<file path="config.mk">
export PLATFORM = sky130hd
export DESIGN_NAME = ready_queue_policy_scheduler_unit_flat
export DESIGN_NICKNAME = d
export VERILOG_FILES = /design/src/rtl/core/rqs_pkg.sv /design/src/rtl/core/rqs_req_if.sv /design/src/rtl/core/rqs_rsp_if.sv /design/src/rtl/core/ready_queue_policy_scheduler_unit.sv /design/src/flat_wrapper.sv
export VERILOG_INCLUDE_DIRS = /design/src /design/src/rtl/core
export SDC_FILE = /design/constraint.sdc
export NUM_CORES = 2
export LEC_CHECK = 0
export ABC_AREA = 1
export BUFFER_PORTS_ARGS = -buffer_cell sky130_fd_sc_hd__buf_4
export CAP_MARGIN = 40
export CORE_ASPECT_RATIO = 0.75
export CORE_MARGIN = 2
export CORE_UTILIZATION = 60
export CTS_BUF_LIST = sky130_fd_sc_hd__clkbuf_4 sky130_fd_sc_hd__clkbuf_8
export CTS_CLUSTER_DIAMETER = 60
export DETAILED_ROUTE_END_ITERATION = 12
export GPL_TIMING_DRIVEN = 0
export PLACE_DENSITY = 0.75
export RECOVER_POWER = 100
export SLEW_MARGIN = 20
export SYNTH_ARGS = -nofsm -noshare
export SYNTH_HDL_FRONTEND = slang
export SYNTH_SLANG_ARGS = --single-unit
</file>
<file path="constraint.sdc">
create_clock -name clk -period 13.1 [get_ports clk]
set_input_delay 3.275 -clock clk [delete_from_list [all_inputs] [get_ports clk]]
set_output_delay 3.275 -clock clk [all_outputs]
set_load 0.02 [all_outputs]
</file>
<file path="src/rtl/core/ready_queue_policy_scheduler_unit_assert.svh">
// assertion macros for the scheduler
`ifndef READY_QUEUE_POLICY_SCHEDULER_UNIT_ASSERT_SVH
`define READY_QUEUE_POLICY_SCHEDULER_UNIT_ASSERT_SVH
// implication checked on every rising clock edge outside reset
`define RQS_ASSERT_IMP(label, clk, rst_n, ante, cons) \
	label: assert property (@(posedge clk) disable iff (!rst_n) (ante) |-> (cons)) \
	else $error("rqs assertion failed");
// next-cycle implication
`define RQS_ASSERT_NXT(label, clk, rst_n, ante, cons) \
	label: assert property (@(posedge clk) disable iff (!rst_n) (ante) |=> (cons)) \
	else $error("rqs assertion failed");
`endif

</file>
<file path="src/rtl/core/rqs_pkg.sv">
// ---------------------------------------------------------------------------
// rqs_pkg
// shared types and constants of the ready-queue scheduler
// ---------------------------------------------------------------------------
package rqs_pkg;
	localparam int TableDepthDef = 16;

	typedef enum logic [1:0] {
		POL_FCFS = 2'd0,
		POL_SJF  = 2'd1,
		POL_PRIO = 2'd2,
		POL_HRRN = 2'd3
	} policy_t;

	localparam logic [1:0] MODE_PUSH = 2'd0;
	localparam logic [1:0] MODE_POP  = 2'd1;
	localparam logic [1:0] MODE_ADV  = 2'd2;
	// unused mode, behaves as an advance by zero ticks
	localparam logic [1:0] MODE_HOLD = 2'd3;

	localparam logic [2:0] ST_PUSHED = 3'd0;
	localparam logic [2:0] ST_POPPED = 3'd1;
	localparam logic [2:0] ST_EMPTY  = 3'd2;
	localparam logic [2:0] ST_FULL   = 3'd3;
	localparam logic [2:0] ST_ZERO   = 3'd4;
	localparam logic [2:0] ST_ADV    = 3'd5;

	typedef struct packed {
		logic [1:0]         mode;
		logic [15:0]        proc_id;
		logic [9:0]         remaining_time;
		logic [3:0]         prio;
		logic signed [31:0] last_run;
		logic [9:0]         advance;
	} req_t;

	typedef struct packed {
		logic [2:0]         status;
		logic [15:0]        out_id;
		logic [9:0]         out_remaining;
		logic [3:0]         out_prio;
		logic signed [31:0] out_last_run;
		logic [4:0]         occupancy;
	} rsp_t;

	typedef struct packed {
		logic [15:0] id;
		logic [9:0]  remaining;
		logic [3:0]  prio;
		logic [31:0] last_run;
		logic [31:0] arrival;
	} entry_t;
endpackage

</file>
<file path="src/rtl/core/rqs_req_if.sv">
// ---------------------------------------------------------------------------
// rqs_req_if
// request channel of the scheduler
// ---------------------------------------------------------------------------
interface rqs_req_if;
	logic            valid;
	logic            ready;
	rqs_pkg::req_t   data;
	modport source (output valid, output data, input ready);
	modport sink (input valid, input data, output ready);
endinterface

</file>
<file path="src/rtl/core/rqs_rsp_if.sv">
// ---------------------------------------------------------------------------
// rqs_rsp_if
// result channel of the scheduler
// ---------------------------------------------------------------------------
interface rqs_rsp_if;
	logic            valid;
	logic            ready;
	rqs_pkg::rsp_t   data;
	modport source (output valid, output data, input ready);
	modport sink (input valid, input data, output ready);
endinterface

</file>
<file path="src/rtl/core/ready_queue_policy_scheduler_unit.sv">
// ---------------------------------------------------------------------------
// ready_queue_policy_scheduler_unit
// ready-queue table with a selectable pop policy
// ---------------------------------------------------------------------------
// usage: requests arrive on req (push, pop or advance time), one result per
// transaction leaves on rsp. the user writes the policy register through
// cfg_we/cfg_wdata only while the block is idle; the block does not check it.
// entries live in a synchronous memory, valid bits in flip-flops.
// steps of each transaction:
// push: lowest free slot from the valid bits, one memory write.
// advance: the idle state moves the current time and sets the result.
// pop: one entry is read per cycle, a valid one restarts the read pipeline
// after its compare, hrrn uses a two-stage cross multiply, then the winner
// is read again for the result.
// one transaction is in work at a time; req.ready is high only when idle.
// a finished result waits in the output register; while rsp is stalled the
// block holds the result and takes no new request.
// reset clears valid bits, arrival counter, current time and policy; the
// memory is not cleared since every read is gated by its valid bit.
// ---------------------------------------------------------------------------
module ready_queue_policy_scheduler_unit #(
	parameter int TABLE_DEPTH = rqs_pkg::TableDepthDef
) (
	input  logic       clk,
	input  logic       arst_n,
	input  logic       cfg_we,
	input  logic [1:0] cfg_wdata,
	rqs_req_if.sink    req,
	rqs_rsp_if.source  rsp
);
	`include "ready_queue_policy_scheduler_unit_assert.svh"

	localparam int AW = (TABLE_DEPTH > 1) ? $clog2(TABLE_DEPTH) : 1;
	localparam int CW = $clog2(TABLE_DEPTH + 1);

	typedef enum logic [2:0] {S_IDLE, S_PUSH, S_SCAN, S_CMP, S_READ, S_OUT} state_t;

	state_t                  state_q;
	rqs_pkg::req_t           req_q;
	rqs_pkg::rsp_t           rsp_q;
	logic                    rsp_valid_q;
	logic [TABLE_DEPTH-1:0]  valid_q;
	logic [31:0]             arr_q;
	logic [30:0]             now_q;
	rqs_pkg::policy_t        policy_q;
	logic [CW-1:0]           cnt_q;
	logic [CW-1:0]           scan_q;
	logic [AW-1:0]           rd_s1;
	logic                    rdv_s1;
	logic                    have_q;
	logic [AW-1:0]           best_q;
	rqs_pkg::entry_t         best_e_q;
	rqs_pkg::entry_t         cand_q;
	logic [AW-1:0]           cand_idx_q;
	logic signed [44:0]      lhs_q;
	logic signed [44:0]      rhs_q;
	logic                    free_found;
	logic [AW-1:0]           free_idx;

	rqs_pkg::entry_t mem [TABLE_DEPTH];
	rqs_pkg::entry_t rd_data;
	logic            mem_we;
	logic [AW-1:0]   mem_wa;
	logic [AW-1:0]   mem_ra;
	rqs_pkg::entry_t mem_wd;

	always_ff @(posedge clk) begin
		if (mem_we) begin
			mem[mem_wa] <= mem_wd;
		end
		rd_data <= mem[mem_ra];
	end

	always_comb begin
		free_found = 1'b0;
		free_idx   = '0;
		for (int i = TABLE_DEPTH - 1; i >= 0; i--) begin
			if (!valid_q[i]) begin
				free_found = 1'b1;
				free_idx   = AW'(i);
			end
		end
	end

	// hrrn numerator: now - last - 1 + rem, 34 bits signed
	function automatic logic signed [33:0] hnum(input logic [30:0] now,
		input rqs_pkg::entry_t e);
		hnum = $signed({3'b000, now}) - $signed({{2{e.last_run[31]}}, e.last_run})
			- 34'sd1 + $signed({24'd0, e.remaining});
	endfunction

	logic signed [33:0] num_c;
	logic signed [33:0] num_b;
	logic [31:0]        age_c;
	logic [31:0]        age_b;
	logic               older;
	logic               pref;

	always_comb begin
		num_c = hnum(now_q, cand_q);
		num_b = hnum(now_q, best_e_q);
		age_c = arr_q - cand_q.arrival;
		age_b = arr_q - best_e_q.arrival;
		older = age_c > age_b;
		case (policy_q)
			rqs_pkg::POL_SJF:
				pref = (cand_q.remaining != best_e_q.remaining) ?
					(cand_q.remaining < best_e_q.remaining) : older;
			rqs_pkg::POL_PRIO:
				pref = (cand_q.prio != best_e_q.prio) ? (cand_q.prio < best_e_q.prio) : older;
			rqs_pkg::POL_HRRN:
				pref = (lhs_q != rhs_q) ? (lhs_q > rhs_q) : older;
			default:
				pref = older;
		endcase
	end

	assign mem_ra = (state_q == S_SCAN) ? scan_q[AW-1:0] : best_q;
	always_comb begin
		mem_we = (state_q == S_PUSH);
		mem_wa = req_q.remaining_time == '0 ? '0 : free_idx;
		mem_wd.id        = req_q.proc_id;
		mem_wd.remaining = req_q.remaining_time;
		mem_wd.prio      = req_q.prio;
		mem_wd.last_run  = req_q.last_run;
		mem_wd.arrival   = arr_q;
		if (req_q.remaining_time == '0 || !free_found) begin
			mem_we = 1'b0;
		end
	end

	assign req.ready = (state_q == S_IDLE) && !rsp_valid_q;
	assign rsp.valid = rsp_valid_q;
	assign rsp.data  = rsp_q;

	always_ff @(posedge clk or negedge arst_n) begin
		if (!arst_n) begin
			state_q     <= S_IDLE;
			rsp_valid_q <= 1'b0;
			valid_q     <= '0;
			arr_q       <= '0;
			now_q       <= '0;
			policy_q    <= rqs_pkg::POL_FCFS;
			cnt_q       <= '0;
			scan_q      <= '0;
			rdv_s1      <= 1'b0;
			have_q      <= 1'b0;
		end else begin
			if (cfg_we) begin
				policy_q <= rqs_pkg::policy_t'(cfg_wdata);
			end
			if (rsp_valid_q && rsp.ready) begin
				rsp_valid_q <= 1'b0;
			end
			case (state_q)
				S_IDLE: begin
					if (req.valid && req.ready) begin
						req_q  <= req.data;
						scan_q <= '0;
						rdv_s1 <= 1'b0;
						have_q <= 1'b0;
						case (req.data.mode)
							rqs_pkg::MODE_PUSH: state_q <= S_PUSH;
							rqs_pkg::MODE_POP: state_q <= S_SCAN;
							default: begin
								logic [31:0] t;
								t = {1'b0, now_q} + ((req.data.mode == rqs_pkg::MODE_ADV) ?
									{22'd0, req.data.advance} : 32'd0);
								now_q <= t[31] ? 31'h7FFF_FFFF : t[30:0];
								rsp_q <= '{status: rqs_pkg::ST_ADV, occupancy: 5'(cnt_q),
									default: '0};
								rsp_valid_q <= 1'b1;
							end
						endcase
					end
				end
				S_PUSH: begin
					rsp_q <= '{status: rqs_pkg::ST_PUSHED, occupancy: 5'(cnt_q + 1'b1),
						default: '0};
					if (req_q.remaining_time == '0) begin
						rsp_q.status    <= rqs_pkg::ST_ZERO;
						rsp_q.occupancy <= 5'(cnt_q);
					end else if (!free_found) begin
						rsp_q.status    <= rqs_pkg::ST_FULL;
						rsp_q.occupancy <= 5'(cnt_q);
					end else begin
						valid_q[free_idx] <= 1'b1;
						arr_q <= arr_q + 32'd1;
						cnt_q <= cnt_q + 1'b1;
					end
					rsp_valid_q <= 1'b1;
					state_q     <= S_IDLE;
				end
				S_SCAN: begin
					// stage 1: memory read issued; stage 2: candidate latched
					rd_s1  <= scan_q[AW-1:0];
					rdv_s1 <= (scan_q < CW'(TABLE_DEPTH)) && valid_q[scan_q[AW-1:0]];
					if (scan_q < CW'(TABLE_DEPTH)) begin
						scan_q <= scan_q + 1'b1;
					end
					cand_q     <= rd_data;
					cand_idx_q <= rd_s1;
					if (rdv_s1) begin
						state_q <= S_CMP;
						rdv_s1  <= 1'b0;
						scan_q  <= scan_q;
					end else if (scan_q == CW'(TABLE_DEPTH)) begin
						state_q <= S_READ;
					end
				end
				S_CMP: begin
					// products registered, compare next cycle
					lhs_q  <= 45'(num_c * $signed({1'b0, best_e_q.remaining}));
					rhs_q  <= 45'(num_b * $signed({1'b0, cand_q.remaining}));
					have_q <= ~have_q ? 1'b1 : have_q;
					if (!have_q) begin
						best_q   <= cand_idx_q;
						best_e_q <= cand_q;
						state_q  <= S_SCAN;
					end else if (policy_q != rqs_pkg::POL_HRRN || rdv_s1) begin
						if (pref) begin
							best_q   <= cand_idx_q;
							best_e_q <= cand_q;
						end
						rdv_s1  <= 1'b0;
						state_q <= S_SCAN;
					end else begin
						rdv_s1 <= 1'b1;
					end
				end
				S_READ: begin
					state_q <= S_OUT;
				end
				default: begin
					if (!have_q) begin
						rsp_q <= '{status: rqs_pkg::ST_EMPTY, occupancy: 5'(cnt_q),
							default: '0};
					end else begin
						rsp_q.status        <= rqs_pkg::ST_POPPED;
						rsp_q.out_id        <= rd_data.id;
						rsp_q.out_remaining <= rd_data.remaining;
						rsp_q.out_prio      <= rd_data.prio;
						rsp_q.out_last_run  <= rd_data.last_run;
						rsp_q.occupancy     <= 5'(cnt_q - 1'b1);
						valid_q[best_q]     <= 1'b0;
						cnt_q               <= cnt_q - 1'b1;
					end
					rsp_valid_q <= 1'b1;
					state_q     <= S_IDLE;
				end
			endcase
		end
	end

	`RQS_ASSERT_IMP(a_ready_idle, clk, arst_n, req.ready, state_q == S_IDLE)
	`RQS_ASSERT_IMP(a_cnt_match, clk, arst_n, 1'b1, $countones(valid_q) == cnt_q)
	`RQS_ASSERT_NXT(a_hold_rsp, clk, arst_n, rsp.valid && !rsp.ready, rsp.valid && $stable(rsp_q))
	`RQS_ASSERT_IMP(a_pop_valid, clk, arst_n, state_q == S_OUT && have_q, valid_q[best_q])
endmodule

</file>
<file path="src/flat_wrapper.sv">
// flat-port wrapper written by rule: the top's interface ports become plain ports
module ready_queue_policy_scheduler_unit_flat 
#(
	parameter int TABLE_DEPTH = rqs_pkg::TableDepthDef
)
  (clk, arst_n, cfg_we, cfg_wdata, req_valid, req_data, req_ready, rsp_valid, rsp_data, rsp_ready);
  rqs_req_if req_i ();
  rqs_rsp_if rsp_i ();
  input  logic clk;
  input  logic arst_n;
  input  logic cfg_we;
  input  logic [1:0] cfg_wdata;
  input wire logic [$bits(req_i.valid)-1:0] req_valid;
  input wire logic [$bits(req_i.data)-1:0] req_data;
  output wire logic [$bits(req_i.ready)-1:0] req_ready;
  output wire logic [$bits(rsp_i.valid)-1:0] rsp_valid;
  output wire logic [$bits(rsp_i.data)-1:0] rsp_data;
  input wire logic [$bits(rsp_i.ready)-1:0] rsp_ready;
  assign req_i.valid = req_valid;
  assign req_i.data = req_data;
  assign req_ready = req_i.ready;
  assign rsp_valid = rsp_i.valid;
  assign rsp_data = rsp_i.data;
  assign rsp_i.ready = rsp_ready;
  ready_queue_policy_scheduler_unit #(.TABLE_DEPTH(TABLE_DEPTH)) u_core (.clk(clk), .arst_n(arst_n), .cfg_we(cfg_we), .cfg_wdata(cfg_wdata), .req(req_i), .rsp(rsp_i));
endmodule
</file>
Word level (Yosys, flattened, before mapping)
Memory sizes are Yosys's and may differ from the RTL's. A register that Yosys moved wholly into a read port is not among the register bits.
Cells that the tools add are included.
Word-level totals
  bits in read-only memories: 0
  memories: 1
  output and inout port bits: 72
  bits in registers: 487
  memory bits (writable): 1504
  bits in latches: 0
Memory list
  u_core.mem: depth 16, width 94, rd ports 1, clocked after memory_dff 1, wr ports 1, RTL line ready_queue_policy_scheduler_unit.sv:60  | rqs_pkg::entry_t mem [TABLE_DEPTH];
Operators by class
  bitwise gates (word level): 7
  magnitude comparators: 10
  add/subtract/negate cells: 13
  shift-type cells: 0
  multiplexer cells: 90
  $mul: 2
  reduce and logical (&&, ||, !) cells: 33
  div/mod/pow operators: 0
  equal/unequal tests: 26
Operators by type and width (count)
  $mux W78: 3
  $pmux W70 S3: 1
  $mux W70: 2
  $mul A34 B11 Y45: 2
  $mux W4: 21
  $mux W69: 1
  $add A34 B11 Y34: 2
  $sub A34 B2 Y34 const B: 2
  $sub A32 B32 Y33: 2
  $sub A32 B32 Y32: 2
  $mux W16: 3
  $gt A45 B45 Y1: 1
  $ne A45 B45 Y1: 1
  $add A31 B32 Y32: 1
  $add A32 B1 Y32 const B: 1
  $gt A32 B32 Y1: 1
  $mux W1: 32
  $pmux W16 S2: 1
  $mux W31: 1
  $mux W5: 6
  $pmux W5 S2: 2
  $reduce_and A4 Y1: 5
  $mux W3: 6
  $and A16 B16 Y16: 1
  43 further kinds: 81

Depth between registers and ports, before layout
  depth after elaboration: 24
  depth in mapped cells: 47

Worst setup path before layout
Ideal clock, no wire load.
  path kind: input -> register
  from: input port req_valid
  to: register u_core.rsp_q (netlist bit u_core.rsp.data[0]) (enable)
  buffers on the path: 0
  data arrival time: 14.418 ns
  stages: 4
  path slack: -2.189 ns
  library setup time: 0.870 ns
  cell sequence: nand2_2 > nor2_4 > inv_1 > a2111oi_0
Between the ends
  word-level cells in the longest chain between the ends: 3
RTL lines
  start: declaration: RTL line flat_wrapper.sv:13  | input wire logic [$bits(req_i.valid)-1:0] req_valid;
  $logic_and A1 B1 Y1: RTL line ready_queue_policy_scheduler_unit.sv:157  | if (req.valid && req.ready) begin
  $ne A2 B2 Y1 (no source line)
  $reduce_and A4 Y1 (no source line)
  end signal: assignment: RTL line ready_queue_policy_scheduler_unit.sv:170  | rsp_q <= '{status: rqs_pkg::ST_ADV, occupancy: 5'(cnt_q),
  end signal: assignment: RTL line ready_queue_policy_scheduler_unit.sv:178  | rsp_q <= '{status: rqs_pkg::ST_PUSHED, occupancy: 5'(cnt_q + 1'b1),
  end signal: assignment: RTL line ready_queue_policy_scheduler_unit.sv:236  | rsp_q <= '{status: rqs_pkg::ST_EMPTY, occupancy: 5'(cnt_q),
  end: declaration: RTL line ready_queue_policy_scheduler_unit.sv:40  | rqs_pkg::rsp_t rsp_q;
No other way between the ends.
A chain may end at the register's enable or synchronous reset.

Worst setup path after layout
  from: register u_core.arr_q[1]
  to: register u_core.best_e_q[19] in the netlist's numbering (enable)
Between the ends
  word-level cells in the longest chain between the ends: 6
RTL lines
  start: declaration: RTL line ready_queue_policy_scheduler_unit.sv:43  | logic [31:0] arr_q;
  start signal: assignment: RTL line ready_queue_policy_scheduler_unit.sv:188  | arr_q <= arr_q + 32'd1;
  $sub A32 B32 Y32 (on tied branches): RTL line ready_queue_policy_scheduler_unit.sv:102, ready_queue_policy_scheduler_unit.sv:103
  $gt A32 B32 Y1 *: RTL line ready_queue_policy_scheduler_unit.sv:104  | older = age_c > age_b;
  $mux W1 (on tied branches): RTL line ready_queue_policy_scheduler_unit.sv:112, ready_queue_policy_scheduler_unit.sv:107, ready_queue_policy_scheduler_unit.sv:110
  $pmux W1 S3 *: RTL line ready_queue_policy_scheduler_unit.sv:105  | case (policy_q)
  $ne A2 B2 Y1 (no source line) *
  $reduce_and A4 Y1 (no source line) *
  end signal: assignment: RTL line ready_queue_policy_scheduler_unit.sv:218  | best_e_q <= cand_q;
  end signal: assignment: RTL line ready_queue_policy_scheduler_unit.sv:223  | best_e_q <= cand_q;
  end: declaration: RTL line ready_queue_policy_scheduler_unit.sv:52  | rqs_pkg::entry_t best_e_q;
Mark *: on every way between the ends. The rest lies on a longest branch, timed or not.

==> reports/metrics.yaml <==
outcome: "complete, but fails checks"
violations: "max-capacitance violations, max-slew violations"
worst-slew-pin-transition_ns: 2.76
syn_area_sq_mm: 0.116
drive_gt1_frac: 0.0784
final_common_cell: "edfxtp_1"
cp.arrival_ns: 12.41
cts_setup_buffers: 0
area_growth_pct: 10.0
period_needed_ns: 11.71
synth_ff_type: "edfxtp_1"
critical_path_class: "reg -> reg"
relSlewSlack: -0.859
wl_met1_microns: 144000
rows: 139
fin_util: 0.664
grt_pass1_wl_microns: 553000
wirelength_microns: 382000
dp_slack_ns: 2.51
clk_path_buf_depth: 4
max_clock_freq_ghz: 0.0854
min_from: "u_core.rd_data[31]"
drv_slew: 1033
hold_path.class: "reg -> reg"
antenna_found_initial: 26
grt_usage: 0.383
start_kind: "register"
drt_iter0_drc: 13800
cts-root-buf: "clkbuf_8"
chipWidth_microns: 511
fin_ws_ns: 1.39
drc_errors: 0
vias: 89900
holdPathStages: 0
wl_met3_microns: 59700
crit_path_end_kind: "register"
dp.final_hpwl_microns: 287000
first_global_vias: 85900
async_reset_ff_frac: 0.0465
syn_inst: 11000
die_area_sq_mm: 0.196
final_antenna_net_count: 0
synth_edf_count: 1894
period_share: 0.894
synth_nets: 12100
fin_skew_ns: 0.117
path_clk_slew_ns: 0.07
cts_buffers: 326
grt_max_degree: 67
setup_viol: 0
met2_length_microns: 157000
cts_resized: 0
fp.dieH_microns: 384
hold_end: "u_core.cand_q[31]"
yosysWarnings: 0
yosysSeqAreaShare: 0.529
cts_tree: "built"
hold_viol_final: 0
top_layer_used: "met5"
routabilityCongestion: 1.01
timing.rr.end: "u_core.best_e_q[19]"
clkLatencyLatePin_ns: 1.07
cap_violations: 63
layout_common_cells: "edfxtp_1, nor2_1, inv_1"
wl_per_cell_microns: 26.3
r2r_start: "u_core.arr_q[1]"
ioPinCount: 153
synth_seq_cells: 2085
worstRegToRegCells: 27
port_buffers: 152
cp.required_ns: 13.80
finalNetCount: 12800
cp_max_fo: 23
initial_core_util: 0.604
cts.sinks: 2085
synth_cell_types: 73
rsz0062_at_grt: "no"
overflow: 0
h-tree-depth: 5
vias_per_cell: 6.21
cts_hold_buf: 0
core-area_sq_mm: 0.191
first_pass_iters: 12
postSynthAreaPerCell_sq_um: 10.5
rrSetupSlack_ns: 1.39
## synth_stat cells, types with 9 or more instances
master / n / area share
nand2_2: 74 / 0.0040
o21ai_0: 1029 / 0.045
dfxtp_1: 94 / 0.016
nand3_2: 15 / 0.0013
buf_1: 22 / 0.00071
nand2_4: 12 / 0.0012
buf_2: 109 / 0.0047
edfxtp_1: 1894 / 0.49
ha_1: 500 / 0.054
a211oi_1: 10 / 0.00065
nand4_1: 74 / 0.0040
xor2_1: 176 / 0.013
o21ai_1: 36 / 0.0016
inv_1: 1397 / 0.045
inv_2: 25 / 0.00081
nand3b_1: 12 / 0.00078
or2_2: 12 / 0.00065
nand3_1: 207 / 0.0090
a21o_1: 18 / 0.0012
nand2_1: 1283 / 0.042
a221oi_1: 10 / 0.00076
dfrtp_1: 97 / 0.021
o32ai_1: 95 / 0.0072
a21boi_0: 23 / 0.0015
a21oi_1: 339 / 0.015
clkbuf_1: 268 / 0.0087
fa_1: 585 / 0.10
o22ai_1: 9 / 0.00049
o21a_1: 18 / 0.0012
nor3_1: 149 / 0.0065
nor2_1: 1820 / 0.059
a31oi_1: 43 / 0.0023
o221ai_1: 99 / 0.0075
o21bai_1: 20 / 0.0013
nor2_2: 29 / 0.0016
o211ai_1: 149 / 0.0097
nor4_1: 20 / 0.0011
xnor2_1: 102 / 0.0077
## per-layer routing
metal,global-route usage,vias up
met3,0.128,1108
met1,0.534,43200
met2,0.547,7066
met5,0,-
met4,0.172,14
li1,-,38600
## worst max-delay path by stage
stage	slack (ns)	end	startpoint	cells after the start
6_report	1.39	u_core.best_e_q[19]	u_core.arr_q[1]	27
5_1_grt	1.02	u_core.best_e_q[19]	u_core.arr_q[1]	27
4_1_cts	2.53	u_core.rhs_q[39]	u_core.now_q[0]	45
3_5_place_dp	2.51	u_core.rhs_q[39]	u_core.now_q[0]	45
3_3_place_gp	-6.27	u_core.mem[5][32]	u_core.mem_wd[73]	9
2_1_floorplan	0.65	u_core.best_e_q[0]	arst_n	3
## flip-flops by register name (all words and copies together), names as in the netlist, 5 cells and up
signal and flops:
u_core.now_q 31, u_core.scan_q 5, u_core.rsp.data 70, u_core.best_e_q 78, u_core.rd_data 94, u_core.cnt_q 5
u_core.cand_q 78, u_core.rhs_q 45, u_core.mem_wd 62, u_core.valid_q 16, u_core.arr_q 32, u_core.mem 1504
u_core.lhs_q 45
## critical path: stages, from the launching register on
cell and delay (ns):
dfrtp_1 1.32, ha_1 0.43, nand3_1 0.09, nand2_1 0.10, nand2_1 0.10, nand2_1 0.09, a21boi_0 0.35, o21bai_1 0.17
a21oi_1 0.44, o21ai_0 0.28, a21boi_0 0.45, o21ai_0 0.14, nand2_1 0.08, nand2_1 0.06, ha_1 0.33, nand4_1 0.13
nor4_1 0.45, nor4b_1 0.74, nand2_1 0.29, nand3_1 0.13, nand2_1 0.37, a2bb2oi_1 0.27, nand2_1 0.08, a21boi_0 2.02
clkbuf_1 0.89, clkbuf_1 1.07, buf_16 0.25, buf_16 0.18
## area by class of cell
type / instances / area (sq um)
Sequential cell: 2085 / 61200
Antenna cell: 29 / 72.6
Timing Repair Buffer: 385 / 2060
Inverter: 1427 / 5360
Multi-Input combinational cell: 7056 / 47400
Clock buffer: 469 / 5690
Fill cell: 14500 / 64300
Clock inverter: 95 / 653
Buffer: 402 / 1660
Tap cell: 2538 / 3180
## cell families after synthesis
group	after synthesis	share of synthesized area
AO/OA/AOI/OAI	1935	0.0974
adder cells (fa/ha/maj)	1085	0.155
flip-flops	2085	0.529
XOR/XNOR	289	0.0228
AND/OR/NAND/NOR	3747	0.134
buffers and inverters	1829	0.0607
## metrics by stage
step,area [sq um],hold slack (ns),TNS [ns],std cells
after floorplan,116000,0.386,0,11000
after global placement,120000,0.388,-2212.29,13700
after detailed placement,123000,0.389,0,13900
after CTS,130000,0.382,0,14400
after global routing,127000,0.365,0,14500
final,127000,0.375,0,14500
Power is not shown: default switching activity piles up to over one toggle a cycle in this logic, so the estimate is an artifact.
